`config.mk`:
```
export PLATFORM = sky130hd
export DESIGN_NAME = crm_fifo
export DESIGN_NICKNAME = d
export VERILOG_FILES = /design/src/crm_fifo.sv
export SDC_FILE = /design/constraint.sdc
export NUM_CORES = 1
export LEC_CHECK = 0
export ABC_AREA = 1
export ABC_CLOCK_PERIOD_IN_PS = 1200
export BUFFER_PORTS_ARGS = -buffer_cell sky130_fd_sc_hd__clkbuf_2
export CORE_MARGIN = 1
export CORE_UTILIZATION = 44
export DETAILED_ROUTE_END_ITERATION = 10
export PLACE_DENSITY = 0.76
export SYNTH_ARGS = -nofsm -noshare
export SYNTH_HDL_FRONTEND = slang
export SYNTH_SLANG_ARGS = --single-unit
```
`constraint.sdc`:
```
create_clock -name clk -period 1.2 [get_ports clk]
set_input_delay 0.3 -clock clk [delete_from_list [all_inputs] [get_ports clk]]
set_output_delay 0.3 -clock clk [all_outputs]
set_load 0.03 [all_outputs]
```
`src/crm_fifo.sv`:
```
// Small first-in first-out queue built from registers.
`default_nettype none
module crm_fifo #(
  parameter int WIDTH = 8,
  parameter int DEPTH = 2
) (
  input  wire logic             clk,
  input  wire logic             rst_n,
  input  wire logic             wr_en,
  input  wire logic [WIDTH-1:0] wr_data,
  output logic                  full,
  input  wire logic             rd_en,
  output logic [WIDTH-1:0]      rd_data,
  output logic                  empty
);
  localparam int AW = (DEPTH > 1) ? $clog2(DEPTH) : 1;
  localparam int CW = $clog2(DEPTH + 1);

  logic [WIDTH-1:0] mem_r [DEPTH];
  logic [AW-1:0]    wp_r, rp_r;
  logic [CW-1:0]    cnt_r;
  logic             do_wr, do_rd;

  assign full    = (cnt_r == CW'(DEPTH));
  assign empty   = (cnt_r == '0);
  assign do_wr   = wr_en && !full;
  assign do_rd   = rd_en && !empty;
  assign rd_data = mem_r[rp_r];

  always_ff @(posedge clk) begin
    if (!rst_n) begin
      wp_r  <= '0;
      rp_r  <= '0;
      cnt_r <= '0;
    end else begin
      if (do_wr) begin
        wp_r <= (wp_r == AW'(DEPTH - 1)) ? '0 : wp_r + 1'b1;
      end
      if (do_rd) begin
        rp_r <= (rp_r == AW'(DEPTH - 1)) ? '0 : rp_r + 1'b1;
      end
      if (do_wr && !do_rd) begin
        cnt_r <= cnt_r + 1'b1;
      end else if (do_rd && !do_wr) begin
        cnt_r <= cnt_r - 1'b1;
      end
    end
  end

  always_ff @(posedge clk) begin
    if (do_wr) begin
      mem_r[wp_r] <= wr_data;
    end
  end
endmodule
`default_nettype wire

```
## Word-level counts from Yosys, hierarchy flattened

Memory sizes are Yosys's and may differ from the RTL's. A register that Yosys moved wholly into a read port is not among the register bits.
Index checks and enable logic that the tools add are counted.

| word-level totals | value |
|---|---|
| input bits | 12 |
| RAM bits | 16 |
| output and inout port bits | 10 |
| memories | 1 |
| register bits | 4 |

Memory list:

| name | words | bits a word | read ports | clocked after memory_dff | write ports | RTL line | RTL |
|---|---|---|---|---|---|---|---|
| mem_r | 2 | 8 | 1 | 1 | 1 | 19 | `logic [WIDTH-1:0] mem_r [DEPTH];` |

| operators by class | value |
|---|---|
| $add $sub $neg | 4 |
| muxes and demuxes | 8 |
| equality and inequality tests | 1 |
| reductions and logical operators | 10 |

Operator list:

| kind | count |
|---|---|
| $mux 1 | 6 |
| $logic_and 1x1->1 | 4 |
| $logic_not 1->1 | 4 |
| $mux 2 | 2 |
| $add 1x1->1 const B | 2 |
| $add 2x1->2 const B | 1 |
| $eq 2x2->1 const B | 1 |
| $logic_not 2->1 | 1 |
| $reduce_bool 2->1 | 1 |
| $sub 2x1->2 const B | 1 |

## Longest topological paths before layout

| logic depth | value |
|---|---|
| depth after elaboration | 7 |
| gate-level depth with buffers | 10 |

## Worst setup path before layout

Ideal clock, no wire load.

| timing | value |
|---|---|
| path kind | flip-flop to flip-flop |
| start | reg cnt_r[0] |
| end | reg cnt_r[1] |
| setup time | 0.064 ns |
| cell stages (with the launch flop) | 10 |
| path slack | -0.358 ns |
| arrival time | 1.495 ns |
| buffers on the path | 0 |
| clock period less this slack | 1.558 ns |
| cells stage by stage | dfxtp_1 -> nor2_1 -> nor2_2 -> inv_1 -> ha_1 -> inv_1 -> nand3_1 -> nand2_1 -> inv_1 -> nor2_1 |

| on the way | value |
|---|---|
| cells in the longest elaborated chain, start to end | 6 |
| elaborated cells between the ends (all ways) | 15 |
| those cells by class | add/sub (2); eq/ne (1); mux (2); reduce/logical (10) |

RTL lines:

| element | RTL line | RTL |
|---|---|---|
| from (decl) | 21 | `logic [CW-1:0] cnt_r;` |
| from (signal assigned) | 43 | `cnt_r <= cnt_r + 1'b1;` |
| from (signal assigned) | 45 | `cnt_r <= cnt_r - 1'b1;` |
| $logic_not 2->1 * | 25 | `assign empty = (cnt_r == '0);` |
| net empty | 14 | `output logic empty` |
| $logic_not 1->1 * | 27 | `assign do_rd = rd_en && !empty;` |
| $logic_and 1x1->1 * | 27 |  |
| $logic_not 1->1 | 42 | `if (do_wr && !do_rd) begin` |
| $logic_and 1x1->1 | 42 |  |
| $mux 2 or $reduce_bool 2->1 (tied branches) | - |  |

Mark *: on every way through the listed nets, which the timed path passes. The rest lies on a longest branch. The select of a mux whose other input is x is not followed.
A chain may end at the register's enable or synchronous reset.

==> flow_summary_export.csv <==
group,metric,value,unit
status,status,"finished with violations",
status,violations,"negative setup slack",
grt,met3_usage,0.04400,
clock_tree,numCtsBuffers,3,
route,routed_wl,1487,um
worst_setup_path,cp.arrival,1.23,ns
grt,grt-ovfl-total,0,
grt,grt_pass1_vias,601,
place,dpl_cell_area,0.001037,mm2
power_and_ir_drop,leakagePower,0.0005487,uW
power_and_ir_drop,swShare,0.3537,
sta,rsz0062_at_grt,"true",
sta,fin_crit_sh,1.276,
grt,use_met2,0.3188,
logic_synthesis,yosys.area_share.simple,0.09422,
logic_synthesis,yosys_warnings,0,
sta,finalHoldViolCount,0,
finish,drive_above_1_share,0.6263,
sta,layout_setup_ws,-0.3311,ns
finish,final_util,0.7455,
logic_synthesis,synth_top_family_by_area,"multiplexers",
route,drt_iter0_drc,9,
logic_synthesis,yosysSeqAreaShare,0.7052,
power_and_ir_drop,p_int,1872,uW
clock_tree,cts_root_buffer,"clkbuf_4",
power_and_ir_drop,vdd_drop_max,1590,uV
clock_tree,h-tree-depth,1,
grt,gr-usage-met1,0.1488,
finish,final_common_cell,"edfxtp_1",
place,numPortBuffers,21,
grt,grt_busiest_layer,"met2",
finish,num_antenna_cells,0,
floorplan,die_w,45.26,um
floorplan,die_h,45.26,um
worst_setup_path,crit_type,"flop to output pin",
route,via_per_inst,4.556,
grt,grt_start_max_net_pins,12,
clock_tree,cts_hold_buf,0,
route,dr.pass1.iters,2,
logic_synthesis,synth_fa_ha_area_frac,0.01520,
logic_synthesis,syn_nets,76,
route,drtAntennaViolNets,0,
floorplan,initial_utilization,0.4717,
grt,grt_pass1_wl,2304,um
logic_synthesis,synth_xor_area_frac,0,
logic_synthesis,ys_ff_latch,21,
floorplan,dieArea,0.002048,mm2
finish,final_cell_mix,"edfxtp_1 (16), clkbuf_2 (11), buf_8 (9), mux2_4 (8), buf_6 (8)",
floorplan,core,0.001745,mm2
floorplan,rows,15,
sta,fin_worst_skew,0.001496,ns
finish,fillers,131,
logic_synthesis,synthMuxAreaShare,0.1094,
power_and_ir_drop,power_switching,1025,uW
worst_setup_path,critPathMaxFanout,4,
route,wl_per_cell,11.99,um
logic_synthesis,yosysTopAreaCell,"edfxtp_1",
finish,final_area,0.001301,mm2
worst_setup_path,cp-end-kind,"output pin",
power_and_ir_drop,power_frac_clock,0.112,
place,dpl_worst_slack,-0.1939,ns
clock_tree,clk_pin_slew,0.10,ns
sta,hold_slack,0.1847,ns
logic_synthesis,syn-instance-count,63,
sta,setup_tns,-2.997,ns
place,dp_hpwl,1018,um
sta,worst_pin_slew,0.2577,ns
power_and_ir_drop,combPwrFrac,0.532,
job,cap_violations,0,
clock_tree,cts.sinks,21,
grt,antenna_found_initial,0,
logic_synthesis,syn_area_per_cell,13.07,um2
clock_tree,clockBufferDepth,2,
power_and_ir_drop,power_density,2226,mW/mm2
sta,drv_slew,0,
place,place.gp.congestion,0.6559,
worst_setup_path,cp_data_required_time,0.90,ns
route,num_vias,565,
logic_synthesis,synth.distinct_cells,15,
power_and_ir_drop,seqPwrFrac,0.356,
sta,finalCriticalPeriod,1.531,ns
floorplan,num_io_pins,22,
logic_synthesis,synth_top_area_frac,0.5836,
worst_setup_path,startpoint_type,"flop",
logic_synthesis,netlist_area,823.3,um2
finish,final_nets,113,
grt,grt_usage,0.1672,
logic_synthesis,synth.area.top_cells,"edfxtp_1 (58%), dfxtp_1 (12%), mux2_2 (11%)",
sta,setup_viol,11,
sta,max-slew-margin-rel,0.8278,
clock_tree,clock_insertion_delay_worst_skew,0.30,ns
logic_synthesis,synth_compound_area_frac,0.02888,
sta,fmax,653.1,MHz
finish,area_delta_synth_final,58.05,%
worst_hold_path,hold_path.class,"primary input to flop",
route,drc_errors,0,
clock_tree,tritoncts,"done",
==> power groups by stage <==
stage          combinational, uW  clock (uW)  sequential (uW)
2_1_floorplan                685           0             1020
3_5_place_dp                 992           0             1020
4_1_cts                     1380         323             1030
5_1_grt                     1640         352             1040
3_3_place_gp                 966           0             1010
6_report                    1540         324             1030
==> final timing paths <==
kind / start / slack [ns] / endpoint / cells after the start
setup / recovery: flop / -0.33 / rd_data[2] / 3
hold / removal: wr_data[1] / 0.18 / mem_r[0][1] / 1
setup reg to reg: cnt_r[0] / -0.08 / cnt_r[1] / 8
hold reg to reg: rp_r / 0.52 / flop / 2
==> stage by stage <==
| stage | instances | power (uW) |
|---|---|---|
| after floorplan | 63 | 1705 |
| after global placement | 115 | 1975 |
| after detailed placement | 115 | 2012 |
| after CTS | 123 | 2729 |
| after global routing | 124 | 3040 |
| final | 124 | 2897 |
==> critical path: stages, from the launching register on <==
cell     delay [ns]
dfxtp_2        0.36
buf_6          0.12
mux2_4         0.31
buf_8          0.14
==> synth_stat cells, drive strengths merged <==
cell type	n
nand3	1
nor2	11
nand2	6
buf	1
dfxtp	5
nand4	1
a21oi	1
ha	1
mux2	8
edfxtp	16
o21ai	3
inv	9
==> per-layer routing <==
layer  vias to the layer above  share of wire
met4                         0          0.017
met3                         3          0.033
met1                       260           0.38
li1                        285              -
met5                         -              0
met2                        17           0.57
==> repair_timing <==
item,CTS,global route
gates cloned,0,0
pin swaps,9,5
gates resized for setup,41,18
setup endpoints to repair,20,28
buffers inserted,4,1
==> area by class of cell <==
type / count / area (um2) / share of cell area
sequential: 21 / 589.3 / 0.4529
timing repair buffer: 33 / 317.8 / 0.2442
multi-input combinational: 32 / 300.3 / 0.2308
inverter: 9 / 36.28 / 0.02788
tap: 25 / 31.28 / 0.02404
clock buffer: 4 / 26.28 / 0.02019
==> cells by family after synthesis <==
family | count (synthesis)
AO/OA/AOI/OAI | 4
adder cells (fa/ha/maj) | 1
buffers and inverters | 10
flip-flops | 21
multiplexers | 8
AND/OR/NAND/NOR | 19
==> state kept, by name, indices dropped and copies added, names as in the netlist, named ones only <==
register / cells
mem_r: 16
wp_r: 1
cnt_r: 2
rp_r: 1
Power figures use the tool's default switching activity.
